<file path="src/rtl/core/lpt_pkg.sv">
package lpt_pkg;

	// sizes
	localparam int MAX_TASKS   = 64;
	localparam int TASK_BITS   = 6;   // index into the task store
	localparam int CNT_BITS    = 7;   // task count, holds MAX_TASKS itself
	localparam int MAX_WORKERS = 16;
	localparam int WRK_BITS    = 4;   // worker number
	localparam int NW_BITS     = 5;   // worker count, holds MAX_WORKERS itself
	localparam int WORK_BITS   = 32;
	localparam int LOAD_BITS   = 38;  // accumulated load of one worker

	// register map, word index from paddr[2]
	localparam logic REG_NUM_WORKERS = 1'b0;
	localparam logic [NW_BITS-1:0] NUM_WORKERS_RST = 5'd1;

	// one stored task, kept sorted by descending (work, index)
	typedef struct packed {
		logic [WORK_BITS-1:0] work;
		logic [TASK_BITS-1:0] idx;
	} lpt_entry_t;

	typedef enum logic [2:0] {
		ST_IDLE,
		ST_INSERT,
		ST_FETCH,
		ST_SCAN,
		ST_EMIT,
		ST_OUT
	} lpt_state_t;

	// controller to datapath
	typedef struct packed {
		logic accept;     // input item taken this cycle
		logic ins_step;   // one insertion step
		logic fetch;      // read next sorted task, start worker scan
		logic scan;       // one worker compare
		logic emit;       // load result register, update worker load
		logic pop;        // result taken downstream
		logic batch_end;  // clear count, overflow and loads
	} lpt_cmd_t;

	// datapath to controller
	typedef struct packed {
		logic full;       // store holds MAX_TASKS tasks
		logic ins_done;   // insertion finishes this cycle
		logic scan_done;  // all active workers compared
		logic last_task;  // current result is the last of the batch
		logic out_valid;  // result register occupied
	} lpt_sts_t;

endpackage

</file>
<file path="src/rtl/core/lpt_ctrl.sv">
module lpt_ctrl (
	input  logic                clk,
	input  logic                arst_n,
	input  logic                in_valid,
	input  logic                in_last,
	input  logic                out_ready,
	input  lpt_pkg::lpt_sts_t   sts,
	output logic                in_ready,
	output lpt_pkg::lpt_cmd_t   cmd
);

	lpt_pkg::lpt_state_t state_q, state_d;
	logic last_q;

	// state register and batch-close flag
	always_ff @(posedge clk or negedge arst_n) begin
		if (!arst_n) begin
			state_q <= lpt_pkg::ST_IDLE;
			last_q  <= 1'b0;
		end else begin
			state_q <= state_d;
			if (state_q == lpt_pkg::ST_IDLE && in_valid) begin
				last_q <= in_last;
			end
		end
	end

	// next state
	always_comb begin
		state_d = state_q;
		case (state_q)
			lpt_pkg::ST_IDLE: begin
				if (in_valid) begin
					if (!sts.full) begin
						state_d = lpt_pkg::ST_INSERT;
					end else if (in_last) begin
						state_d = lpt_pkg::ST_FETCH;
					end
				end
			end
			lpt_pkg::ST_INSERT: begin
				if (sts.ins_done) begin
					state_d = last_q ? lpt_pkg::ST_FETCH : lpt_pkg::ST_IDLE;
				end
			end
			lpt_pkg::ST_FETCH: state_d = lpt_pkg::ST_SCAN;
			lpt_pkg::ST_SCAN: begin
				if (sts.scan_done) begin
					state_d = lpt_pkg::ST_EMIT;
				end
			end
			lpt_pkg::ST_EMIT: state_d = lpt_pkg::ST_OUT;
			lpt_pkg::ST_OUT: begin
				if (out_ready) begin
					state_d = sts.last_task ? lpt_pkg::ST_IDLE : lpt_pkg::ST_FETCH;
				end
			end
			default: state_d = lpt_pkg::ST_IDLE;
		endcase
	end

	// commands
	always_comb begin
		cmd      = '0;
		in_ready = 1'b0;
		case (state_q)
			lpt_pkg::ST_IDLE: begin
				in_ready   = 1'b1;
				cmd.accept = in_valid;
			end
			lpt_pkg::ST_INSERT: cmd.ins_step = 1'b1;
			lpt_pkg::ST_FETCH:  cmd.fetch = 1'b1;
			lpt_pkg::ST_SCAN:   cmd.scan = 1'b1;
			lpt_pkg::ST_EMIT:   cmd.emit = 1'b1;
			lpt_pkg::ST_OUT: begin
				cmd.pop       = out_ready;
				cmd.batch_end = out_ready && sts.last_task;
			end
			default: cmd = '0;
		endcase
	end

	// results only leave from the output state
	assert property (@(posedge clk) disable iff (!arst_n)
		sts.out_valid |-> state_q == lpt_pkg::ST_OUT)
		else $error("result register valid outside output state");

	// a closing item arriving at a full store leads straight to scheduling
	assert property (@(posedge clk) disable iff (!arst_n)
		(state_q == lpt_pkg::ST_IDLE && in_valid && in_last && sts.full)
		|=> state_q == lpt_pkg::ST_FETCH)
		else $error("full batch close did not start scheduling");

endmodule

</file>
<file path="src/rtl/core/lpt_datapath.sv">
module lpt_datapath (
	input  logic                                clk,
	input  logic                                arst_n,
	input  lpt_pkg::lpt_cmd_t                   cmd,
	input  logic [lpt_pkg::WORK_BITS-1:0]       in_work,
	input  logic [lpt_pkg::NW_BITS-1:0]         num_workers,
	output lpt_pkg::lpt_sts_t                   sts,
	output logic [lpt_pkg::TASK_BITS-1:0]       task_index,
	output logic [lpt_pkg::WORK_BITS-1:0]       task_work,
	output logic [lpt_pkg::WRK_BITS-1:0]        worker,
	output logic                                last_result,
	output logic                                dropped
);

	// sorted task store
	lpt_pkg::lpt_entry_t task_mem [lpt_pkg::MAX_TASKS];
	lpt_pkg::lpt_entry_t rd_q;
	lpt_pkg::lpt_entry_t wdata;
	logic                             we, re;
	logic [lpt_pkg::TASK_BITS-1:0]    waddr, raddr;

	logic [lpt_pkg::CNT_BITS-1:0]     count_q;
	logic                             overflow_q;
	logic [lpt_pkg::TASK_BITS-1:0]    j_q;
	logic [lpt_pkg::TASK_BITS-1:0]    new_idx_q;
	logic [lpt_pkg::WORK_BITS-1:0]    new_w_q;
	logic [lpt_pkg::TASK_BITS-1:0]    k_q;
	logic                             shift;
	logic                             full;

	logic [lpt_pkg::LOAD_BITS-1:0]    load_q [lpt_pkg::MAX_WORKERS];
	logic [lpt_pkg::NW_BITS-1:0]      nw_eff;
	logic [lpt_pkg::NW_BITS-1:0]      scan_i_q;
	logic [lpt_pkg::WRK_BITS-1:0]     best_q;
	logic [lpt_pkg::LOAD_BITS-1:0]    best_load_q;
	logic                             scan_done;
	logic                             last_task;

	logic                             out_valid_q;
	logic [lpt_pkg::TASK_BITS-1:0]    idx_out_q;
	logic [lpt_pkg::WORK_BITS-1:0]    work_out_q;
	logic [lpt_pkg::WRK_BITS-1:0]     worker_out_q;
	logic                             last_out_q;
	logic                             dropped_out_q;

	assign full      = (count_q == lpt_pkg::CNT_BITS'(lpt_pkg::MAX_TASKS));
	assign shift     = (j_q != '0) && (rd_q.work <= new_w_q);
	assign last_task = ({1'b0, k_q} == (count_q - lpt_pkg::CNT_BITS'(1)));

	// active worker count, zero means one, clamp at the maximum
	always_comb begin
		if (num_workers == '0) begin
			nw_eff = lpt_pkg::NW_BITS'(1);
		end else if (num_workers > lpt_pkg::NW_BITS'(lpt_pkg::MAX_WORKERS)) begin
			nw_eff = lpt_pkg::NW_BITS'(lpt_pkg::MAX_WORKERS);
		end else begin
			nw_eff = num_workers;
		end
	end

	assign scan_done = (scan_i_q >= nw_eff);

	// store port control: insertion walks down from the tail
	always_comb begin
		we    = cmd.ins_step;
		waddr = j_q;
		wdata = shift ? rd_q : lpt_pkg::lpt_entry_t'{work: new_w_q, idx: new_idx_q};
		re    = 1'b0;
		raddr = k_q;
		if (cmd.accept) begin
			re    = !full && (count_q != '0);
			raddr = count_q[lpt_pkg::TASK_BITS-1:0] - lpt_pkg::TASK_BITS'(1);
		end else if (cmd.ins_step) begin
			re    = shift && (j_q >= lpt_pkg::TASK_BITS'(2));
			raddr = j_q - lpt_pkg::TASK_BITS'(2);
		end else if (cmd.fetch) begin
			re    = 1'b1;
			raddr = k_q;
		end
	end

	always_ff @(posedge clk) begin
		if (we) begin
			task_mem[waddr] <= wdata;
		end
		if (re) begin
			rd_q <= task_mem[raddr];
		end
	end

	// batch bookkeeping
	always_ff @(posedge clk or negedge arst_n) begin
		if (!arst_n) begin
			count_q    <= '0;
			overflow_q <= 1'b0;
			k_q        <= '0;
		end else begin
			if (cmd.accept) begin
				if (full) begin
					overflow_q <= 1'b1;
				end else begin
					count_q <= count_q + lpt_pkg::CNT_BITS'(1);
				end
			end
			if (cmd.pop) begin
				k_q <= k_q + lpt_pkg::TASK_BITS'(1);
			end
			if (cmd.batch_end) begin
				count_q    <= '0;
				overflow_q <= 1'b0;
				k_q        <= '0;
			end
		end
	end

	// insertion position and the new task
	always_ff @(posedge clk) begin
		if (cmd.accept) begin
			j_q       <= count_q[lpt_pkg::TASK_BITS-1:0];
			new_idx_q <= count_q[lpt_pkg::TASK_BITS-1:0];
			new_w_q   <= in_work;
		end else if (cmd.ins_step && shift) begin
			j_q <= j_q - lpt_pkg::TASK_BITS'(1);
		end
	end

	// worker loads
	always_ff @(posedge clk or negedge arst_n) begin
		if (!arst_n) begin
			for (int w = 0; w < lpt_pkg::MAX_WORKERS; w++) begin
				load_q[w] <= '0;
			end
		end else if (cmd.batch_end) begin
			for (int w = 0; w < lpt_pkg::MAX_WORKERS; w++) begin
				load_q[w] <= '0;
			end
		end else if (cmd.emit) begin
			load_q[best_q] <= best_load_q + lpt_pkg::LOAD_BITS'(rd_q.work);
		end
	end

	// least-loaded search, one worker per cycle, lowest number wins ties
	always_ff @(posedge clk) begin
		if (cmd.fetch) begin
			scan_i_q    <= lpt_pkg::NW_BITS'(1);
			best_q      <= '0;
			best_load_q <= load_q[0];
		end else if (cmd.scan && !scan_done) begin
			scan_i_q <= scan_i_q + lpt_pkg::NW_BITS'(1);
			if (load_q[scan_i_q[lpt_pkg::WRK_BITS-1:0]] < best_load_q) begin
				best_q      <= scan_i_q[lpt_pkg::WRK_BITS-1:0];
				best_load_q <= load_q[scan_i_q[lpt_pkg::WRK_BITS-1:0]];
			end
		end
	end

	// result register
	always_ff @(posedge clk or negedge arst_n) begin
		if (!arst_n) begin
			out_valid_q <= 1'b0;
		end else if (cmd.emit) begin
			out_valid_q <= 1'b1;
		end else if (cmd.pop) begin
			out_valid_q <= 1'b0;
		end
	end

	always_ff @(posedge clk) begin
		if (cmd.emit) begin
			idx_out_q     <= rd_q.idx;
			work_out_q    <= rd_q.work;
			worker_out_q  <= best_q;
			last_out_q    <= last_task;
			dropped_out_q <= overflow_q;
		end
	end

	assign sts.full      = full;
	assign sts.ins_done  = !shift;
	assign sts.scan_done = scan_done;
	assign sts.last_task = last_task;
	assign sts.out_valid = out_valid_q;

	assign task_index  = idx_out_q;
	assign task_work   = work_out_q;
	assign worker      = worker_out_q;
	assign last_result = last_out_q;
	assign dropped     = dropped_out_q;

	// store never holds more than capacity
	assert property (@(posedge clk) disable iff (!arst_n)
		count_q <= lpt_pkg::CNT_BITS'(lpt_pkg::MAX_TASKS))
		else $error("task count above capacity");

	// chosen worker is one of the active ones
	assert property (@(posedge clk) disable iff (!arst_n)
		cmd.emit |-> {1'b0, best_q} < nw_eff)
		else $error("task assigned to inactive worker");

	// a pending result always belongs to a non-empty batch
	assert property (@(posedge clk) disable iff (!arst_n)
		out_valid_q |-> count_q != '0)
		else $error("result pending with empty batch");

	// every emit presents a result next cycle
	assert property (@(posedge clk) disable iff (!arst_n)
		cmd.emit |=> out_valid_q)
		else $error("emitted result not presented");

endmodule

</file>
<file path="src/rtl/core/lpt_task_scheduler_core.sv">
// channel   dir  handshake         payload
// s_*       in   s_tvalid/s_tready s_tdata = work_amount, s_tlast = is_last
// m_*       out  m_tvalid/m_tready m_tdata = index, work, worker; m_tlast, m_tuser
// apb       in   psel/penable      num_workers at byte address 0
//
// loading a task walks the single port down the sorted task store, past
// every stored task with equal or smaller work
// each result comes from a search over the loads of the n active workers
// (num_workers, zero read as one, capped at 16), one compare per cycle,
// and then waits out any downstream stall
// s_tready is high only between batches and between loaded tasks
// reset clears task count, overflow flag and worker loads; no clearing pass
// a stall on m_tready holds the result and the whole block
module lpt_task_scheduler_core (
	input  logic        clk,
	input  logic        arst_n,
	input  logic        s_tvalid,
	output logic        s_tready,
	input  logic [31:0] s_tdata,   // [31:0] work_amount
	input  logic        s_tlast,
	output logic        m_tvalid,
	input  logic        m_tready,
	output logic [47:0] m_tdata,   // [5:0] task_index, [37:6] task_work, [41:38] worker
	output logic        m_tlast,
	output logic        m_tuser,   // [0] dropped
	input  logic        psel,
	input  logic        penable,
	input  logic        pwrite,
	input  logic [2:0]  paddr,
	input  logic [31:0] pwdata,
	output logic [31:0] prdata,
	output logic        pready
);

	logic [lpt_pkg::NW_BITS-1:0]    num_workers_q;
	lpt_pkg::lpt_cmd_t              cmd;
	lpt_pkg::lpt_sts_t              sts;
	logic [lpt_pkg::TASK_BITS-1:0]  task_index;
	logic [lpt_pkg::WORK_BITS-1:0]  task_work;
	logic [lpt_pkg::WRK_BITS-1:0]   worker;

	// configuration register
	assign pready = 1'b1;

	always_ff @(posedge clk or negedge arst_n) begin
		if (!arst_n) begin
			num_workers_q <= lpt_pkg::NUM_WORKERS_RST;
		end else if (psel && penable && pwrite && pready
			&& paddr[2] == lpt_pkg::REG_NUM_WORKERS) begin
			num_workers_q <= pwdata[lpt_pkg::NW_BITS-1:0];
		end
	end

	always_comb begin
		if (paddr[2] == lpt_pkg::REG_NUM_WORKERS) begin
			prdata = {{(32-lpt_pkg::NW_BITS){1'b0}}, num_workers_q};
		end else begin
			prdata = '0;
		end
	end

	lpt_ctrl u_ctrl (
		.clk       (clk),
		.arst_n    (arst_n),
		.in_valid  (s_tvalid),
		.in_last   (s_tlast),
		.out_ready (m_tready),
		.sts       (sts),
		.in_ready  (s_tready),
		.cmd       (cmd)
	);

	lpt_datapath u_datapath (
		.clk         (clk),
		.arst_n      (arst_n),
		.cmd         (cmd),
		.in_work     (s_tdata),
		.num_workers (num_workers_q),
		.sts         (sts),
		.task_index  (task_index),
		.task_work   (task_work),
		.worker      (worker),
		.last_result (m_tlast),
		.dropped     (m_tuser)
	);

	// result packing
	assign m_tvalid = sts.out_valid;
	assign m_tdata  = {6'b0, worker, task_work, task_index};

endmodule
</file>
<file path="config.mk">
export PLATFORM = sky130hd
export DESIGN_NAME = lpt_task_scheduler_core
export DESIGN_NICKNAME = d
export VERILOG_FILES = /design/src/rtl/core/lpt_pkg.sv /design/src/rtl/core/lpt_ctrl.sv /design/src/rtl/core/lpt_datapath.sv /design/src/rtl/core/lpt_task_scheduler_core.sv
export SDC_FILE = /design/constraint.sdc
export NUM_CORES = 2
export LEC_CHECK = 0
export CAP_MARGIN = 20
export CORE_ASPECT_RATIO = 1.75
export CORE_MARGIN = 8
export CORE_UTILIZATION = 40
export DETAILED_ROUTE_END_ITERATION = 7
export DONT_BUFFER_PORTS = 1
export PLACE_DENSITY = 0.52
export SLEW_MARGIN = 10
export SYNTH_ARGS = -nofsm -noshare
export SYNTH_HDL_FRONTEND = slang
export SYNTH_SLANG_ARGS = --single-unit
</file>
<file path="constraint.sdc">
create_clock -name clk -period 5.5 [get_ports clk]
set_input_delay 0.275 -clock clk [delete_from_list [all_inputs] [get_ports clk]]
set_output_delay 0.275 -clock clk [all_outputs]
set_load 0.01 [all_outputs]
</file>
# Yosys cells after proc, flatten, opt, wreduce, memory -nomap -nowiden

Memory sizes are Yosys's and may differ from the RTL's. A register that Yosys moved wholly into a read port is not among the register bits.
Cells that the tools add are included.
Widths: inputs -> output; s select.

Bits of input ports: 75
Register bits after elaboration: 767
Output and inout port bits: 85
Memory bits (read-only): 0
Bits in writable memories: 2432
Memories: 1
Latch bits: 0

Memory list:

| memory              | words | bits a word | rd ports | clocked after Yosys merged registers in | wr ports | line               | RTL |
|---|---|---|---|---|---|---|---|
| u_datapath.task_mem | 64    | 38          | 1        | 1                                       | 1        | lpt_datapath.sv:16 | `lpt_pkg::lpt_entry_t task_mem [lpt_pkg::MAX_TASKS];` |

Equal/unequal tests: 13
Shift-type cells: 0
$mul: 0
$add $sub $neg: 8
Divide/modulo/power cells: 0
Multiplexer cells: 50
$lt $le $gt $ge: 8
Bitwise operators: 3
Reductions and logical operators: 30

Operators by type and width:

| cell                | number |
|---|---|
| $mux 608            | 2 |
| $bwmux 608          | 1 |
| $mux 38             | 7 |
| $bmux 38 s4         | 1 |
| $demux 38 s4        | 1 |
| $add 38x32->38      | 1 |
| $lt 38x38->1        | 1 |
| $mux 6              | 6 |
| $le 32x32->1        | 1 |
| $mux 7              | 3 |
| $mux 3              | 6 |
| $pmux 3 s6          | 1 |
| $mux 1              | 16 |
| $reduce_bool 2->1   | 8 |
| $mux 5              | 3 |
| $sub 6x1->6 const B | 2 |
| $logic_and 1x1->1   | 11 |
| $ge 5x5->1 const B  | 2 |
| $not 4->5           | 2 |
| $ne 2x2->1 const B  | 4 |
| $reduce_and 2->1    | 4 |
| $add 7x1->7 const B | 1 |
| $eq 6x7->1          | 1 |
| $eq 7x7->1 const B  | 1 |
| other kinds (21)    | 26 |

# Depth between registers and ports, before layout

Depth after elaboration: 8
Depth in mapped cells: 16
Mapped depth without buffers: 13

# Hierarchy

From an unflattened synthesis, not the netlist that was laid out.

Cells, all modules: 10132
Area, all modules: 136214.4 µm²

By module, submodules not included:

| module                  | area each (µm²) | cells an instance | seq. area each (µm²) | times used |
|---|---|---|---|---|
| lpt_datapath            | 135364.8        | 10044             | 93724.9              | 1 |
| lpt_task_scheduler_core | 513.0           | 52                | 126.4                | 1 |
| lpt_ctrl                | 336.6           | 36                | 100.1                | 1 |

# Worst setup path after synthesis

Ideal clock, no wire load.

Path type: register -> register
Start: register u_datapath.scan_i_q[0] in the netlist's numbering
End: register u_datapath.best_load_q[0] in the netlist's numbering, enable pin
Setup slack: 167 ps
Arrival: 4937 ps
Buffers on the path: 3
Cell stages (with the launch flop): 15
Data required time: 5104 ps
Period minus slack after synthesis: 5333 ps
Path through: dfxtp_1 -> buf_1 -> clkbuf_1 -> buf_1 -> mux4_2 -> mux4_2 -> ha_1 -> a21o_1 -> a211oi_1 -> o211ai_1 -> a21oi_1 -> a211oi_1 -> o31ai_1 -> nand4_1 -> nand2_1

Longest elaborated chain between the ends: 7

Ends and longest elaborated chain:

| item                                       | line                | RTL |
|---|---|---|
| from (decl)                                | lpt_datapath.sv:33  | `logic [lpt_pkg::NW_BITS-1:0] scan_i_q;` |
| from (signal assigned)                     | lpt_datapath.sv:145 | `scan_i_q <= lpt_pkg::NW_BITS'(1);` |
| from (signal assigned)                     | lpt_datapath.sv:149 | `scan_i_q <= scan_i_q + lpt_pkg::NW_BITS'(1);` |
| $not 4->5 (implied by the code)            | lpt_datapath.sv:150 | `if (load_q[scan_i_q[lpt_pkg::WRK_BITS-1:0]] < best_load_q) begin` |
| $bmux 38 s4                                | lpt_datapath.sv:150 |  |
| $mux 38 (implied by the code) (2 in a row) | lpt_datapath.sv:150 |  |
| $lt 38x38->1                               | lpt_datapath.sv:150 |  |
| $reduce_bool 2->1 (no line)                | -                   |  |
| $reduce_and 2->1 (no line) (*)             | -                   |  |
| to (signal assigned)                       | lpt_datapath.sv:147 | `best_load_q <= load_q[0];` |
| to (signal assigned)                       | lpt_datapath.sv:152 | `best_load_q <= load_q[scan_i_q[lpt_pkg::WRK_BITS-1:0]];` |
| to (decl)                                  | lpt_datapath.sv:35  | `logic [lpt_pkg::LOAD_BITS-1:0] best_load_q;` |

Mark *: on every way between the ends. The rest lies on a longest branch, timed or not. The select of a mux whose other input is x is not followed.
A chain may end at the register's enable or synchronous reset.

# Worst setup path in the final report

Start: register u_datapath.scan_i_q[0] in the netlist's numbering
End: register u_datapath.best_load_q[16] in the netlist's numbering, enable pin

The elaborated chain is that of the path after synthesis.

==> impl_metrics.json <==
{
  "status": "finished clean",
  "chipWidth_um": 453,
  "drc": 0,
  "viasPerCell": 5.82,
  "start_util": 0.401,
  "drive_gt1_frac": 0.120,
  "hold_viol": 0,
  "synth_top_family_by_area": "simple AND/OR/NAND/NOR gates",
  "yosys_warnings": 0,
  "max-cap-violations": 0,
  "finalCritPeriodShare": 0.943,
  "multi_input_area_sq_um": 37100,
  "cts.htree.levels": 5,
  "finClkSkew_ps": 59.4,
  "synth_cells": 9990,
  "synth_fa_ha_area_frac": 0.0111,
  "final_area_sq_um": 152000,
  "grt_pass1_vias": 85600,
  "synth_xor_area_frac": 0.00373,
  "cts_sinks": 3237,
  "synth_edf_count": 2596,
  "final.setup.tns_ps": 0,
  "critPathMaxFanout": 38,
  "grt_overflow": 0,
  "yosys.area.top_type": "edfxtp_1",
  "r2r_cells": 15,
  "core_sq_um": 334000,
  "post-route-min-period_ps": 5190,
  "synth.distinct_cells": 90,
  "layout_common_cells": "2596 x edfxtp_1, 1716 x nand2_1, 992 x nand3_1",
  "vias": 85800,
  "synthToLayoutAreaGrowth_pct": 13.3,
  "drt-total-wl_mm": 435,
  "crit_path_frequent_cell": "buf_12",
  "gp_congestion": 0.878,
  "critPathBufInv": 5,
  "setup_viol": 0,
  "clock_latency_ps": 910,
  "synth_compound_area_frac": 0.0777,
  "yosysTopAreaCellShare": 0.582,
  "endpoint_kind": "register",
  "crit_slowest_cell": "mux4_2",
  "p_per_area_nw_per_um2": 708,
  "io_buffers": 0,
  "dp_cells": 14100,
  "pre_cts_ws_ps": 108,
  "fp.dieH_um": 781,
  "drtIter0Drc": 7646,
  "worstHoldPathType": "input port to asynchronous set/reset pin",
  "critPathTopFamily": "buffers and inverters",
  "cp_slowest_stage_delay_ps": 620,
  "max_freq_mhz": 193,
  "final_nets": 10300,
  "regArea_sq_um": 94000,
  "ys_async_sr_fraction": 0.195,
  "grtUsageTotal": 0.237,
  "die_area_sq_um": 354000,
  "hold_ws_ps": 27.7,
  "hpwl_mm": 271,
  "final_common_cell": "edfxtp_1",
  "detail-route-antenna-nets": 0,
  "cts_setup_buffers": 0,
  "pin_count": 160,
  "routedWlPerCell_um": 29.5,
  "synth-simple-area-share": 0.105,
  "drv_slew": 0,
  "rsz0062_at_grt": "false",
  "cp.required_ps": 6100,
  "grt_pass1_wl_mm": 617,
  "synth.area.mux_share": 0.0714,
  "crit_path_start_kind": "register",
  "synth_area_leaders": "edfxtp_1 58%, dfrtp_1 12%, nand2_1 4.9%",
  "cp.arrival_ps": 5790,
  "grt_max_degree": 633,
  "ys_ff_latch": 3237,
  "ir_drop_mv": 0.635,
  "worstMarginPinSlew_ps": 1190,
  "std_cell_rows": 281,
  "path_depth": 15,
  "ys_seq_area_frac": 0.702,
  "place_area_sq_um": 141000,
  "cp_cell_sequence": "buf_12 > buf_12 > buf_12 > mux4_2 > mux4_2 > ha_1 > nand4_1 > nor4_2 > buf_4 > nand3_2 > a31oi_1 > nor3_1 > nand4_1 > nand2_2 > buf_12",
  "worstSetupPathType": "register to register",
  "synth_area_per_cell_sq_um": 13.4,
  "cts_tree": "built",
  "antenna_found_initial": 25,
  "n_fill_cell": 29600,
  "p_total_mw": 107,
  "setup_ws_ps": 314,
  "p_leak_nw": 54.6,
  "clk_pin_slew_ps": 70,
  "final_cells": 14700,
  "max_slew_margin": 0.210,
  "root_buffer": "clkbuf_16",
  "first_pass_iters": 7,
  "final_util": 0.454,
  "cts-buffers-inserted": 302,
  "ys.flop_type": "edfxtp_1",
  "clk_path_buf_depth": 4,
  "synth_area_sq_um": 134000
}
## where the power goes
part	internal, mW	switching [mW]
sequential	34.0	1.82
clock	11.3	9.34
combinational	15.5	35.4
## cell usage after synthesis, types with 5 or more instances
| master | number |
|---|---|
| ha_1 | 117 |
| a21o_1 | 39 |
| o22ai_1 | 223 |
| mux2_2 | 43 |
| edfxtp_1 | 2596 |
| nor3_1 | 39 |
| and2_1 | 5 |
| a32o_1 | 8 |
| a22o_1 | 26 |
| dfrtp_1 | 631 |
| a21oi_1 | 524 |
| buf_1 | 42 |
| o21ai_0 | 620 |
| a211oi_1 | 19 |
| nand4_1 | 30 |
| buf_4 | 73 |
| nor3b_1 | 6 |
| or4_1 | 9 |
| o21bai_1 | 9 |
| nand2b_1 | 10 |
| nor2b_1 | 15 |
| mux4_2 | 190 |
| nand3_1 | 999 |
| o221ai_1 | 45 |
| buf_6 | 20 |
| o311a_1 | 25 |
| a31oi_1 | 150 |
| xor2_1 | 25 |
| a41oi_1 | 31 |
| dfxtp_1 | 9 |
| xnor2_1 | 32 |
| nor4_1 | 115 |
| clkbuf_1 | 428 |
| nand2_1 | 1734 |
| o211ai_1 | 8 |
| inv_1 | 99 |
| or3_1 | 6 |
| buf_2 | 180 |
| o21ai_1 | 18 |
| and3_1 | 45 |
| o31ai_1 | 9 |
| nor2_1 | 188 |
| mux2i_1 | 474 |
## worst reg2reg max path, delay by kind of cell (launching register included)
family | cells | cell delay [ps]
adders and majority gates | 1 | 360
buffers and inverters | 5 | 1270
AOI/OAI and AO/OA | 1 | 270
muxes | 2 | 1160
and+or+nand+nor | 6 | 1190
DFF | 1 | 550
## layer usage
layer	GRT usage	part of all wire
met5	0	0.00021
met4	0.110	0.053
met3	0.0273	0.052
met2	0.440	0.53
met1	0.272	0.36
## kinds of logic (layout without fill, tap and decap cells)
family / after synthesis / in the layout
DFF: 3237 / 3237
and+or+nand+nor: 3222 / 3222
AOI/OAI and AO/OA: 1797 / 1797
buffers and inverters: 847 / 1152
muxes: 710 / 710
adders and majority gates: 118 / 118
xor gates and xnor gates: 57 / 57
other: 2 / 49
## sequential cells by signal, summed over array words and instances (netlist names)
name	count
u_datapath.task_mem	2432
u_datapath.load_q	608
u_datapath.best_load_q	38
u_datapath.rd_q	38
u_datapath.new_w_q	32
u_datapath.task_work	32
u_datapath.count_q	7
u_datapath.j_q	6
u_datapath.k_q	6
u_datapath.new_idx_q	6
u_datapath.task_index	6
num_workers_q	5
u_datapath.scan_i_q	5
u_datapath.best_q	4
u_datapath.worker	4
u_ctrl.state_q	3
u_ctrl.last_q	1
u_datapath.dropped	1
u_datapath.last_result	1
u_datapath.out_valid_q	1
u_datapath.overflow_q	1
## final timing paths
path,from,end,slack [ps]
hold / removal,arst_n,u_datapath.load_q[380],30
max in group asynchronous,arst_n,u_datapath.load_q[52],2470
setup reg to reg,u_datapath.scan_i_q[0],u_datapath.best_load_q[16],310
hold reg to reg,u_ctrl.last_q,u_ctrl.last_q,490
min in group clk,s_tdata[17],u_datapath.new_w_q[17],90
setup / recovery,u_datapath.scan_i_q[0],u_datapath.best_load_q[16],310
## cell type report
cell class                      count  share of cell area
Sequential cell                  3237               0.619
Timing Repair Buffer              512              0.0351
Inverter                          100             0.00256
Tap cell                         4386              0.0362
Multi-Input combinational cell   5938               0.245
Clock inverter                    150             0.00784
Clock buffer                      390              0.0541
Antenna cell                       15            0.000247
## repair_timing
item                                   in CTS  in global routing
endpoints found under the hold margin     680                313
hold buffers                               60                  2
resized for setup                           0                  1
setup endpoints to repair                   0                 38
Note: power is estimated with default switching activity, not from simulation.
